<file path="src/rmq_delay.sv">
// Fixed-length register delay line for payload that rides beside a pipelined unit.
`timescale 1ns / 1ps
module rmq_delay #(
   parameter int WIDTH = 8,
   parameter int DEPTH = 4
) (
   input  logic             clock,
   input  logic [WIDTH-1:0] din,
   output logic [WIDTH-1:0] dout
);
   logic [WIDTH-1:0] tap_ff [0:DEPTH-1];
   logic [WIDTH-1:0] tap_in [0:DEPTH-1];

   always_comb begin
      tap_in[0] = din;
      for (int k = 1; k < DEPTH; k++) begin
         tap_in[k] = tap_ff[k-1];
      end
   end

   always_ff @(posedge clock) begin
      tap_ff <= tap_in;
   end

   assign dout = tap_ff[DEPTH-1];
endmodule

</file>
<file path="config.mk">
export PLATFORM = sky130hd
export DESIGN_NAME = rmq_delay
export DESIGN_NICKNAME = d
export VERILOG_FILES = /design/src/rmq_delay.sv
export SDC_FILE = /design/constraint.sdc
export NUM_CORES = 1
export LEC_CHECK = 0
export ABC_AREA = 1
export BUFFER_PORTS_ARGS = -buffer_cell sky130_fd_sc_hd__buf_2
export CORE_MARGIN = 5
export CORE_UTILIZATION = 35
export CTS_BUF_LIST = sky130_fd_sc_hd__clkbuf_2
export DETAILED_ROUTE_END_ITERATION = 16
export PLACE_DENSITY = 0.6
export SYNTH_ARGS = -nofsm -noshare
export SYNTH_HDL_FRONTEND = slang
export SYNTH_SLANG_ARGS = --single-unit
export TNS_END_PERCENT = 20
</file>
<file path="constraint.sdc">
create_clock -name clock -period 0.8 [get_ports clock]
set_clock_uncertainty 0.1 [all_clocks]
set_input_delay 0.16 -clock clock [delete_from_list [all_inputs] [get_ports clock]]
set_output_delay 0.16 -clock clock [all_outputs]
set_load 0.01 [all_outputs]
</file>
==> flow_metrics.env <==
export IMPL_syn_to_final_growth_pct=25.2
export IMPL_grt_pass1_vias=278
export IMPL_cp_arrival_ns=0.77
export IMPL_clockRootBuffer="clkbuf_2"
export IMPL_vias=301
export IMPL_grt_pass1_wl_um=1010
export IMPL_synthDistinctLibCells=2
export IMPL_max_stage_delay_ns=0.34
export IMPL_cts_htree_levels=2
export IMPL_cellPowerDensity_mw_per_mm2=2770
export IMPL_peakVddDrop_v=0.00110
export IMPL_hold_end="dout[6]"
export IMPL_setup_slack_ns=-0.233
export IMPL_cts_sinks=32
export IMPL_avgSynthCellArea_um2=17.5
export IMPL_synthCells=40
export IMPL_period_share=1.29
export IMPL_reg2reg_from="tap_ff[13]"
export IMPL_hold_class="flip-flop to flip-flop"
export IMPL_hold_viol_final=0
export IMPL_n_antenna_cell=0
export IMPL_yosysWarnings=0
export IMPL_yosysTopAreaCell="dfxtp_1"
export IMPL_period_needed_ns=1.03
export IMPL_die_area_mm2=0.00300
export IMPL_die_w_um=54.7
export IMPL_io_pins=17
export IMPL_cts_buffers_inserted=5
export IMPL_antenna_found_initial=0
export IMPL_ys_seq_area_frac=0.914
export IMPL_final_common_cell="dfxtp_1"
export IMPL_design_power_total_w=0.00243
export IMPL_reg2reg_depth=0
export IMPL_vias_per_cell=3.34
export IMPL_wire_per_inst_um=7.96
export IMPL_violations="setup timing"
export IMPL_drcViolationCount=0
export IMPL_cts_path_max_buffers=2
export IMPL_clk_latency_ns=0.32
export IMPL_synth_top_area_share=0.914
export IMPL_synthTopCellsByArea="dfxtp_1 91%, buf_4 8.6%"
export IMPL_slew_viol_final=0
export IMPL_cts_tree="yes"
export IMPL_drtIter0Drc=3
export IMPL_dp_cells=75
export IMPL_final_cell_mix="31 x dfxtp_1, 15 x buf_2, 8 x dlygate4sd3_1"
export IMPL_worst_r2r_setup_slack_ns=0.28
export IMPL_worstPathRequired_ns=0.54
export IMPL_pre_cts_slack_ns=0.133
export IMPL_initial_core_util=0.361
export IMPL_die_h_um=54.7
export IMPL_critPathTopFamily="flip-flops"
export IMPL_worst_setup_path_end_kind="output pin"
export IMPL_max_slew_margin_rel=0.910
export IMPL_slowest_stage="dfxtp_2"
export IMPL_instances_no_fill=90
export IMPL_io_buffer_count=16
export IMPL_wl_um=716
export IMPL_holdPathStages=0
export IMPL_path_class="flip-flop to output pin"
export IMPL_drv_cap=0
export IMPL_path_clk_slew_ns=0.13
export IMPL_crit_buf_inv=1
export IMPL_r2r_end="dout[5]"
export IMPL_worstPathCellList="buf_6"
export IMPL_ant_nets=0
export IMPL_setup_viol_count_final=8
export IMPL_p_leak_nw=0.397
export IMPL_n_fill_cell=193
export IMPL_grt_util_all_layers=0.0557
export IMPL_rsz0062_at_grt="yes"
export IMPL_start_kind="flip-flop"
export IMPL_drive_above_1_share=0.381
export IMPL_syn_nets=49
export IMPL_multi_input_area_um2=0
export IMPL_hp_start="tap_ff[14]"
export IMPL_grt_max_degree=10
export IMPL_gp_congestion=0.501
export IMPL_core_area_mm2=0.00194
export IMPL_fin_setup_tns_ns=-1.75
export IMPL_firstDrtPassIters=2
export IMPL_fmax_ghz=0.968
export IMPL_status="complete, but fails checks"
export IMPL_netlist_area_um2=701
export IMPL_comb_multi_input_count=0
export IMPL_row_count=16
export IMPL_nets=72
export IMPL_cp_max_fo=1
export IMPL_cp_startpoint="dout[6]"
export IMPL_synth_seq_cells=32
export IMPL_grt_ovfl_total=0
export IMPL_max_slew_worst_pin_slew_ns=0.135
logic make-up after synthesis:
group,after synthesis,synth area share
DFF,32,0.914
buffers and inverters,8,0.0857
final cells by class:
type | instances | area (um^2) | share of cell area
Tap cell | 27 | 33.8 | 0.0385
Clock buffer | 6 | 30.0 | 0.0342
Sequential cell | 32 | 642 | 0.732
Clock inverter | 1 | 5.00 | 0.00571
Timing Repair Buffer | 24 | 166 | 0.190
registers in the layout, summed over array words and instances, names as in the netlist:
| signal | flops |
|---|---|
| tap_ff | 24 |
| dout | 8 |
report_power, final:
group / switching, W / leakage, nW / internal, W
registers: 0.0000163 / 0.270 / 0.00168
logic: 0.0000264 / 0.0985 / 0.0000554
clock network: 0.000440 / 0.0288 / 0.000209
Yosys cell counts:
master,n
dfxtp_1,32
buf_4,8
layer usage:
layer  up-vias  wire, um  global-route usage
li1        157         -                   -
met2        14       393              0.0787
met5         -         0                   0
met4         0         0              0.0747
met3         0        65              0.0327
met1       130       257              0.0469
how the worst max path moves through the flow:
stage	cells after the start	to
6_report	1	dout[6]
5_1_grt	1	dout[1]
4_1_cts	1	dout[1]
3_5_place_dp	1	dout[3]
3_3_place_gp	1	dout[5]
2_1_floorplan	1	dout[0]
what timing repair did:
| action | CTS | global route |
|---|---|---|
| gates cloned | 0 | 0 |
| endpoints found under the setup margin | 8 | 8 |
| gates resized for setup | 0 | 2 |
| setup buffers | 0 | 0 |
| hold endpoints to repair | 8 | 0 |
| hold buffers | 8 | 0 |
metrics by stage:
step,cell area (um^2),utilization,hold slack (ns)
floorplan,701,-,0.0877
global placement,754,0.389,0.162
detailed placement,754,0.389,0.164
CTS,870,0.448,0.243
global route,877,0.452,0.238
finish,877,0.452,0.238
(Power assumes the default switching activity.)
