--- src/rmq_sqrt.sv ---
// Pipelined integer square root, one result bit per stage.
`timescale 1ns / 1ps
module rmq_sqrt #(
   parameter int IN_W = 36,
   parameter int RT_W = (IN_W + 1) / 2
) (
   input  logic            clock,
   input  logic            reset,
   input  logic            in_valid,
   input  logic [IN_W-1:0] in_value,
   output logic            out_valid,
   output logic [RT_W-1:0] out_root
);
   localparam int TW = 2 * RT_W + 2;

   logic            valid_ff [0:RT_W];
   logic            valid_in [0:RT_W];
   logic [IN_W-1:0] rem_ff   [0:RT_W];
   logic [IN_W-1:0] rem_in   [0:RT_W];
   logic [RT_W-1:0] res_ff   [0:RT_W];
   logic [RT_W-1:0] res_in   [0:RT_W];
   logic [TW-1:0]   trial    [0:RT_W-1];

   always_comb begin
      valid_in[0] = in_valid;
      rem_in[0]   = in_value;
      res_in[0]   = '0;
      for (int k = 0; k < RT_W; k++) begin
         trial[k] = (TW'(res_ff[k]) << (RT_W - k)) + (TW'(1) << (2 * (RT_W - 1 - k)));
         valid_in[k+1] = valid_ff[k];
         if (TW'(rem_ff[k]) >= trial[k]) begin
            rem_in[k+1] = rem_ff[k] - IN_W'(trial[k]);
            res_in[k+1] = res_ff[k] | (RT_W'(1) << (RT_W - 1 - k));
         end else begin
            rem_in[k+1] = rem_ff[k];
            res_in[k+1] = res_ff[k];
         end
      end
   end

   always_ff @(posedge clock) begin
      if (reset) begin
         for (int k = 0; k <= RT_W; k++) begin
            valid_ff[k] <= 1'b0;
         end
      end else begin
         valid_ff <= valid_in;
      end
      rem_ff <= rem_in;
      res_ff <= res_in;
   end

   assign out_valid = valid_ff[RT_W];
   assign out_root  = res_ff[RT_W];
endmodule

--- config.mk ---
export PLATFORM = sky130hd
export DESIGN_NAME = rmq_sqrt
export DESIGN_NICKNAME = d
export VERILOG_FILES = /design/src/rmq_sqrt.sv
export SDC_FILE = /design/constraint.sdc
export NUM_CORES = 1
export LEC_CHECK = 0
export BUFFER_PORTS_ARGS = -buffer_cell sky130_fd_sc_hd__buf_4
export CAP_MARGIN = 20
export CORE_MARGIN = 3
export CORE_UTILIZATION = 30
export CTS_CLUSTER_DIAMETER = 50
export DETAILED_ROUTE_END_ITERATION = 16
export GPL_TIMING_DRIVEN = 0
export HOLD_SLACK_MARGIN = 0.06
export SLEW_MARGIN = 15
export SYNTH_ARGS = -nofsm -noshare
export SYNTH_HDL_FRONTEND = slang
export SYNTH_SLANG_ARGS = --single-unit
--- constraint.sdc ---
create_clock -name clock -period 5.6 [get_ports clock]
set_input_delay 1.68 -clock clock [delete_from_list [all_inputs] [get_ports clock]]
set_output_delay 1.68 -clock clock [all_outputs]
set_load 0.02 [all_outputs]
==> results.json <==
{
  "arrival_ps": 4240,
  "max_slew_margin_pct": 24.7,
  "multi_input_area_mm2": 0.0121,
  "maxCapViolations": 0,
  "whs_path_depth": 0,
  "timing.rr.start": "rem_ff[254]",
  "cp_max_fo": 10,
  "syn_inst": 2887,
  "syn_to_final_growth_pct": 18.2,
  "end_kind": "register",
  "r2r_cells": 7,
  "path_common_cell": "nor4_1",
  "grt_setup_unrepaired": "no",
  "clock_skew_ps": 52.8,
  "synth_edf_count": 0,
  "ant_nets": 0,
  "grt_pass1_vias": 20011,
  "avgSynthCellArea_um2": 10.4,
  "max_freq_mhz": 269,
  "synthArstFlopShare_pct": 0,
  "clkSinkCount": 838,
  "hold_path_class": "reg -> reg",
  "path_cells": "nor4_1 > nand3_1 > nor4_1 > nor4_1 > o21ai_2 > clkbuf_1 > mux2_2",
  "fp.dieArea_mm2": 0.104,
  "power_w": 0.0194,
  "hold_viol": 0,
  "worstSetupPathType": "reg -> reg",
  "power.density_mw_per_mm2": 547,
  "dp_slack_ps": 1820,
  "core.rowCount": 115,
  "gp_congestion": 0.895,
  "vdd_drop_max_uv": 292,
  "finalSetupViolations": 0,
  "initial_core_util_pct": 30.4,
  "core-area_mm2": 0.0989,
  "setup_tns_ps": 0,
  "cts_setup_buffers": 0,
  "cp_slowest_cell": "nor4_1",
  "grt_pass1_wl_mm": 96.6,
  "startpoint_type": "register",
  "drt_first_pass_iters": 5,
  "hold_buffers": 0,
  "power_leakage_nw": 15.9,
  "vias": 19609,
  "grt_max_degree": 18,
  "finalCritPeriodShare_pct": 66.3,
  "cts_tree": "done",
  "worst_pin_slew_ps": 1120,
  "cts_buffers": 92,
  "drt_iter0_drc": 968,
  "yosys_warnings": 0,
  "synth.distinct_cells": 79,
  "fin_area_mm2": 0.0355,
  "timing.final.ws_setup_ps": 1890,
  "layout_common_cells": "dfxtp_1, inv_1, nand2_1",
  "r2r_setup_slack_ps": 1890,
  "cts_max_level": 3,
  "grtUsageTotal_pct": 11.3,
  "post_dp_cell_area_mm2": 0.0321,
  "slew_violations": 0,
  "hold_start": "rem_ff[110]",
  "die_y_um": 323,
  "postCtsResizedCells": 0,
  "whs_endpoint": "rem_ff[74]",
  "synthFlopType": "dfxtp_1",
  "critical-path-max-stage-delay_ps": 750,
  "nNetsFinal": 3262,
  "overflow": 0,
  "routed_via_density": 4.45,
  "io_pins": 58,
  "final_common_cell": "dfxtp_1",
  "critPathRequiredTime_ps": 6130,
  "antenna_cells": 0,
  "drc": 0,
  "clk_path_buf_depth": 3,
  "fillers": 9815,
  "status": "completed",
  "wl_mm": 58.4,
  "antenna_found_initial": 0,
  "synth_nets": 3111,
  "drive_above_1_share_pct": 9.28,
  "hpwl_mm": 45.2,
  "reg2reg_to": "rem_ff[240]",
  "synthesis.area_mm2": 0.0301,
  "register_area_mm2": 0.0168,
  "clock-root-buffer": "clkbuf_16",
  "synth-seq-cells": 838,
  "die_w_um": 323,
  "clkTransAtPathRegs_ps": 60,
  "io_buffers": 57,
  "yosysSeqAreaShare_pct": 55.8,
  "whs_ps": 316,
  "clk_latency_ps": 700,
  "min_period_ps": 3710,
  "routedWlPerCell_um": 13.3
}
-- per-stage QoR --
stage,std cells,util (%)
3_3_place_gp,4231,32.5
6_report,4402,36.0
5_1_grt,4402,36.0
3_5_place_dp,4231,32.5
4_1_cts,4402,36.0
2_1_floorplan,2887,-
-- flip-flops by register name, summed over array words and instances (netlist names) --
signal,flops
rem_ff,648
valid_ff,18
out_valid,1
res_ff,153
out_root,18
-- worst max-delay path: cells and delay by family (launching register included) --
family / cells / cell delay [ps]
flip-flops: 1 / 310
AND/OR/NAND/NOR: 4 / 2020
buffers and inverters: 1 / 470
multiplexers: 1 / 410
AO/OA/AOI/OAI: 1 / 370
-- power breakdown --
part           internal (W)  switching (W)  total [W]
clock network       0.00392        0.00251    0.00643
registers           0.00735       0.000948    0.00830
logic               0.00218        0.00252    0.00470
total                0.0134        0.00598     0.0194
-- worst max-delay path by stage --
stage | from | to | slack (ps)
2_1_floorplan | res_ff[38] | rem_ff[69] | 2930
6_report | rem_ff[254] | rem_ff[240] | 1890
3_3_place_gp | rem_ff[254] | rem_ff[240] | 1790
5_1_grt | rem_ff[254] | rem_ff[239] | 1720
4_1_cts | rem_ff[254] | rem_ff[240] | 1770
3_5_place_dp | rem_ff[254] | rem_ff[240] | 1820
-- cell type report --
cell class,instances,area share [%]
repair buffers,57,1.20
multi-input cells,1756,34.1
clock inverters,48,2.27
inverters,238,2.51
well taps,1287,4.53
clock buffers,123,7.37
plain buffers,55,0.788
flip-flops and latches,838,47.2
-- logic make-up after synthesis --
family / after synthesis / synth area share (%)
buffers and inverters: 293 / 3.90
AND/OR/NAND/NOR: 810 / 14.1
XOR/XNOR: 257 / 7.49
multiplexers: 25 / 0.907
AO/OA/AOI/OAI: 479 / 10.1
flip-flops: 838 / 55.8
adder cells (fa/ha/maj): 185 / 7.70
-- routing by layer --
layer	wire [um]	vias up	GRT usage, %
met3	2240	156	2.45
met2	30400	350	21.7
li1	-	10252	-
met4	2760	0	5.93
met5	0	-	0
met1	23100	8851	11.3
-- cells in the mapped netlist, types with 39 or more instances --
| cell type | count | area share (%) |
|---|---|---|
| dfxtp_1 | 838 | 56 |
| inv_1 | 237 | 3.0 |
| nand2_1 | 187 | 2.3 |
| ha_1 | 185 | 7.7 |
| nor2_1 | 159 | 2.0 |
| a21oi_1 | 134 | 2.2 |
| o21ai_0 | 130 | 2.2 |
| xor2_1 | 129 | 3.8 |
| xnor2_1 | 128 | 3.7 |
| nor4_1 | 99 | 2.1 |
| nor3_1 | 80 | 1.3 |
| nor2b_1 | 43 | 0.89 |
| nand2b_1 | 42 | 0.87 |
| a21o_1 | 39 | 0.97 |
Note: power is estimated with default switching activity, not from simulation.
