### config.mk
export PLATFORM = sky130hd
export DESIGN_NAME = rmq_div
export DESIGN_NICKNAME = d
export VERILOG_FILES = /design/src/rmq_pkg.sv /design/src/rmq_div.sv
export SDC_FILE = /design/constraint.sdc
export NUM_CORES = 2
export LEC_CHECK = 0
export BUFFER_PORTS_ARGS = -buffer_cell sky130_fd_sc_hd__clkbuf_2
export CORE_ASPECT_RATIO = 0.5
export CORE_UTILIZATION = 48
export DETAILED_ROUTE_END_ITERATION = 7
export HOLD_SLACK_MARGIN = 0.02
export PLACE_DENSITY_LB_ADDON = 0.2
export SKIP_LAST_GASP = 1
export SLEW_MARGIN = 25
export SYNTH_ARGS = -nofsm -noshare
export SYNTH_HDL_FRONTEND = slang
export SYNTH_SLANG_ARGS = --single-unit
### constraint.sdc
create_clock -name clock -period 3.08 [get_ports clock]
set_input_delay 0.308 -clock clock [delete_from_list [all_inputs] [get_ports clock]]
set_output_delay 0.308 -clock clock [all_outputs]
set_load 0.03 [all_outputs]
### src/rmq_pkg.sv
// Shared types and constants of the rotation matrix to quaternion block.
`timescale 1ns / 1ps
package rmq_pkg;

   localparam int FIELD_W = 18;
   localparam int NUM_W   = 19;
   localparam int QUO_W   = 19;
   localparam int SQ_W    = 35;
   localparam int SUMSQ_W = 37;

   typedef logic signed [FIELD_W-1:0] fix_type;
   typedef logic signed [NUM_W-1:0]   num_type;
   typedef logic [1:0]                branch_type;

   localparam fix_type FIELD_MAX = 18'sd131071;
   localparam fix_type FIELD_MIN = -18'sd131072;
   localparam logic [QUO_W-1:0] MAG_POS_MAX = 19'd131071;
   localparam logic [QUO_W-1:0] MAG_NEG_MAX = 19'd131072;

   localparam branch_type BR_W = 2'd0;
   localparam branch_type BR_X = 2'd1;
   localparam branch_type BR_Y = 2'd2;
   localparam branch_type BR_Z = 2'd3;

endpackage

### src/rmq_div.sv
// Pipelined restoring divider: saturated (num << SHIFT) / den, truncated toward zero.
`timescale 1ns / 1ps
module rmq_div #(
   parameter int NUM_BITS = 19,
   parameter int DEN_BITS = 19,
   parameter int SHIFT    = 16
) (
   input  logic                       clock,
   input  logic                       reset,
   input  logic                       in_valid,
   input  logic signed [NUM_BITS-1:0] in_num,
   input  logic [DEN_BITS-1:0]        in_den,
   output logic                       out_valid,
   output rmq_pkg::fix_type           out_quo
);
   import rmq_pkg::*;

   localparam int MW = NUM_BITS + SHIFT;
   localparam int CW = MW + DEN_BITS + QUO_W;

   logic                valid_ff [0:QUO_W];
   logic                valid_in [0:QUO_W];
   logic [MW-1:0]       rem_ff   [0:QUO_W];
   logic [MW-1:0]       rem_in   [0:QUO_W];
   logic [QUO_W-1:0]    quo_ff   [0:QUO_W];
   logic [QUO_W-1:0]    quo_in   [0:QUO_W];
   logic [DEN_BITS-1:0] den_ff   [0:QUO_W];
   logic [DEN_BITS-1:0] den_in   [0:QUO_W];
   logic                neg_ff   [0:QUO_W];
   logic                neg_in   [0:QUO_W];
   logic                ovf_ff   [0:QUO_W];
   logic                ovf_in   [0:QUO_W];
   logic [CW-1:0]       dsh      [0:QUO_W-1];
   logic [NUM_BITS-1:0] num_abs;
   logic                out_valid_ff;
   fix_type             out_quo_ff;
   fix_type             out_quo_in;

   always_comb begin
      num_abs     = in_num[NUM_BITS-1] ? NUM_BITS'(-in_num) : NUM_BITS'(in_num);
      valid_in[0] = in_valid;
      rem_in[0]   = MW'(num_abs) << SHIFT;
      quo_in[0]   = '0;
      den_in[0]   = in_den;
      neg_in[0]   = in_num[NUM_BITS-1];
      ovf_in[0]   = CW'(MW'(num_abs) << SHIFT) >= (CW'(in_den) << QUO_W);
      for (int k = 0; k < QUO_W; k++) begin
         dsh[k]        = CW'(den_ff[k]) << (QUO_W - 1 - k);
         valid_in[k+1] = valid_ff[k];
         den_in[k+1]   = den_ff[k];
         neg_in[k+1]   = neg_ff[k];
         ovf_in[k+1]   = ovf_ff[k];
         if (CW'(rem_ff[k]) >= dsh[k]) begin
            rem_in[k+1] = rem_ff[k] - MW'(dsh[k]);
            quo_in[k+1] = quo_ff[k] | (QUO_W'(1) << (QUO_W - 1 - k));
         end else begin
            rem_in[k+1] = rem_ff[k];
            quo_in[k+1] = quo_ff[k];
         end
      end
      if (den_ff[QUO_W] == '0) begin
         out_quo_in = '0;
      end else if (neg_ff[QUO_W]) begin
         if (ovf_ff[QUO_W] || quo_ff[QUO_W] > MAG_NEG_MAX) begin
            out_quo_in = FIELD_MIN;
         end else begin
            out_quo_in = fix_type'(-quo_ff[QUO_W]);
         end
      end else begin
         if (ovf_ff[QUO_W] || quo_ff[QUO_W] > MAG_POS_MAX) begin
            out_quo_in = FIELD_MAX;
         end else begin
            out_quo_in = fix_type'(quo_ff[QUO_W]);
         end
      end
   end

   always_ff @(posedge clock) begin
      if (reset) begin
         for (int k = 0; k <= QUO_W; k++) begin
            valid_ff[k] <= 1'b0;
         end
         out_valid_ff <= 1'b0;
      end else begin
         valid_ff     <= valid_in;
         out_valid_ff <= valid_ff[QUO_W];
      end
      rem_ff     <= rem_in;
      quo_ff     <= quo_in;
      den_ff     <= den_in;
      neg_ff     <= neg_in;
      ovf_ff     <= ovf_in;
      out_quo_ff <= out_quo_in;
   end

   assign out_valid = out_valid_ff;
   assign out_quo   = out_quo_ff;
endmodule

==> summary.md <==
| Metric | Value |
|---|---|
| Status | `finished with violations` |
| Violated checks | `negative setup slack` |
| Crit Path Class | `reg -> reg` |
| Startpoint Class | `flip-flop` |
| Slew @ Worst Pin | `0.679 ns` |
| Tmin final | `3.24 ns` |
| Power Dens Cells | `1030 nW/um2` |
| Syn Inst Count | `5,004` |
| Hold Vio Cnt, Final | `0` |
| Setup crit end kind | `flip-flop` |
| CTS max path bufs | `3` |
| Ys flop type | `dfxtp_1` |
| Num Clock Sinks | `1,130` |
| Maximum vdd drop | `0.558 mV` |
| Initial antenna violation count | `0` |
| Max-Slew Margin vs Limit | `54.6%` |
| Final Cycle Share | `105%` |
| Critical Path Fanout Max | `3` |
| Gr ovfl total | `0` |
| Syn Nets | `5,440` |
| Wire per inst | `14.6 um` |
| Leakage | `25.0 nW` |
| Worst skew pair latency | `0.71 ns` |
| Grt met3 use | `3.20%` |
| Antenna Cells | `0` |
| Largest net degree at the start of global routing | `39` |
| Post-synthesis mux area share | `2.18%` |
| DPL Wire Length | `74,700 um` |
| Overall Power | `57.2 mW` |
| Synthesized area per cell | `9.53 um2` |
| Synth Area in XOR/XNOR | `7.00%` |
| Starting Density | `48.6%` |
| IO Pins | `60` |
| Number of global-route vias before repair | `34,600` |
| Post-Route WL | `98,900 um` |
| Flops & latches, synth | `1,130` |
| Setup ws final | `-0.160 ns` |
| CTS tree | `built` |
| EDFF count, synth | `0` |
| Final setup fails | `2` |
| Fin. max-slew vios | `0` |
| Residual DRC | `0` |
| Die Area | `101,000 um2` |
| Antenna-violating nets left | `0` |
| Critical Path Max Stage Delay | `0.40 ns` |
| Mapped cell area | `47,700 um2` |
| CP top delay family | `compound AO/OA/AOI/OAI gates` |
| Area Growth Syn to Fin | `17.1%` |
| CP cell instances | `inv_2 -> ha_4 -> nor2b_4 -> o31a_1 -> o41a_1 -> a221o_2 -> o311a_4 -> a311o_1 -> a31o_1 -> a2111o_1 -> xnor2_1` |
| Core Area | `98,100 um2` |
| Max Cap Viol | `0` |
| Die Ht | `225 um` |
| Worst-path clk slew | `0.07 ns` |
| Chip width | `448 um` |
| Synth warn | `0` |
| Root Buffer | `clkbuf_16` |
| Seq/Total Area, Yosys | `47.4%` |
| DRT Pass-1 Iters | `5` |
| Arrival time at the worst endpoint | `3.83 ns` |
| Rows | `81` |
| IO Port Bufs | `59` |
| Busiest grt layer | `met2` |
| Placer's final routability congestion estimate | `0.932` |
| First-pass GRT wire length | `164,000 um` |
| Global routing met2 resource utilization | `35.3%` |
| Initial drt markers | `1,605` |
| Setup slack, reg-to-reg | `-0.16 ns` |
| Layout cells sized above 1 | `12.8%` |
| Main combinational cell family by area after synthesis | `compound AO/OA/AOI/OAI gates` |
| Vias after detailed routing | `34,700` |
| Mean number of vias per cell | `5.14` |
| RSZ-0062 raised after global routing | `yes` |
| FMAX | `0.309 GHz` |
| Met1 Resource Use GR | `22.8%` |
| Clk_skew | `0.0225 ns` |
| Total CTS buffers | `99` |
| Final core utilization | `56.9%` |
| Hold crit path type | `in -> reg` |
| Post-Synth Simple-Gate Area | `13.1%` |
| Final nets | `5,783` |
| Complex-gate fraction of the synthesized area | `15.0%` |
| CP required | `3.67 ns` |
| Worst path slowest cell | `a221o_2` |
| Gr usage total | `19.6%` |
| Ys async rst share | `0%` |
| CP Buf/Inv Count | `1` |
| H-tree Lvls | `3` |
| Netlist cell types | `82` |
| Synth Area in Adders | `10.6%` |
[worst paths after layout]
check	from	endpoint	depth (start not counted)
hold / removal	in_num[10]	rem_ff[692]	4
hold reg to reg	quo_ff[241]	quo_ff[222]	0
setup reg to reg	den_ff[173]	rem_ff[314]	11
setup / recovery	den_ff[173]	rem_ff[314]	11
[synthesized netlist by cell type, types with 16 or more instances]
library cell | n | area, um2
a2111oi_0 | 17 | 149
a211oi_1 | 25 | 188
a21boi_0 | 20 | 150
a21o_1 | 117 | 878
a21oi_1 | 336 | 1680
a31oi_1 | 41 | 257
and2_1 | 19 | 119
and3_1 | 30 | 188
clkbuf_1 | 75 | 282
dfxtp_1 | 1130 | 22600
fa_1 | 18 | 360
ha_1 | 377 | 4720
inv_1 | 498 | 1870
mux2_2 | 86 | 968
nand2_1 | 351 | 1320
nand2b_1 | 60 | 375
nand3_1 | 66 | 330
nand4_1 | 49 | 307
nor2_1 | 303 | 1140
nor2b_1 | 80 | 500
nor3_1 | 102 | 510
nor4_1 | 51 | 319
o211ai_1 | 25 | 188
o21a_1 | 59 | 443
o21ai_0 | 309 | 1550
o21bai_1 | 33 | 248
o31ai_1 | 37 | 278
or2_2 | 22 | 138
or3_1 | 55 | 344
or4_1 | 16 | 120
xnor2_1 | 205 | 1800
xor2_1 | 176 | 1540
[what timing repair did]
| item | 4_1_cts | 5_1_grt |
|---|---|---|
| endpoints found under the setup margin | 28 | 202 |
| gates cloned | 0 | 0 |
| hold endpoints to repair | 61 | 0 |
| resized for setup | 24 | 119 |
| buffers inserted | 3 | 12 |
| pin swaps | 10 | 43 |
| hold buffers | 50 | 0 |
[routing by layer]
layer / vias to the layer above / share of wire [%] / wire (um)
met5: - / 0 / 0
met4: 0 / 3.7 / 3690
met3: 227 / 3.3 / 3240
met2: 621 / 49 / 48200
met1: 15900 / 44 / 43800
li1: 17900 / - / -
[sequential cells by signal (all words and copies together), names as in the netlist]
signal	cells
rem_ff	481
den_ff	380
quo_ff	190
neg_ff	20
ovf_ff	20
valid_ff	20
out_quo	18
out_valid	1
[worst register-to-register path, delay by kind of cell, from the launching register on]
kind	cells	cell delay, ns
AO/OA/AOI/OAI	7	2.29
XOR/XNOR	1	0.12
adder cells (fa/ha/maj)	1	0.20
buffers and inverters	1	0.04
flip-flops	1	0.34
AND/OR/NAND/NOR	1	0.13
[cells by family (layout without fill, tap and decap cells)]
kind of cell             count (synthesis)  in the layout
AND/OR/NAND/NOR                       1267           1267
AO/OA/AOI/OAI                         1148           1148
flip-flops                            1130           1130
buffers and inverters                  590           1012
adder cells (fa/ha/maj)                395            395
XOR/XNOR                               381            381
multiplexers                            93             93
[report_power, final]
group	internal, mW	total, mW	switching [mW]
clock network	7.60	13.3	5.65
logic	11.0	23.0	12.0
registers	18.6	21.0	2.43
total	37.2	57.2	20.1
[layout make-up]
type / count / area, um2
Tap cell: 1328 / 1660
Inverter: 498 / 1870
Fill cell: 8504 / 42300
Timing Repair Buffer: 334 / 2690
Multi-Input combinational cell: 3284 / 23400
Sequential cell: 1130 / 22600
Clock buffer: 127 / 2760
Clock inverter: 53 / 797
[cell usage in the layout, fill, tap and decap left out, drive strengths merged, types with 30 or more instances in the layout]
cell and instances:
dfxtp 1130, inv 502, ha 377, nand2 351
a21oi 336, o21ai 315, nor2 303, buf 225
xnor2 205, clkbuf 186, xor2 176, a21o 119
nor3 102, mux2 86, nor2b 81, nand3 66
nand2b 61, o21a 59, or3 55, nor4 52
dlygate4sd3 50, nand4 49, a31oi 41, o31ai 37
o21bai 33, and3 30
[through the flow]
step / instances / setup TNS, ns / cell area (um2) / setup slack (ns) / hold slack, ns
2_1_floorplan: 5004 / -0.0294 / 47700 / -0.0105 / 0.310
3_3_place_gp: 6511 / -0.673 / 51100 / -0.229 / 0.310
3_5_place_dp: 6511 / -1.69 / 51100 / -0.280 / 0.312
4_1_cts: 6744 / -0.197 / 55300 / -0.190 / 0.130
5_1_grt: 6754 / -1.21 / 55800 / -0.254 / 0.206
6_report: 6754 / -0.246 / 55800 / -0.160 / 0.196
Note: power is estimated with default switching activity, not from simulation.
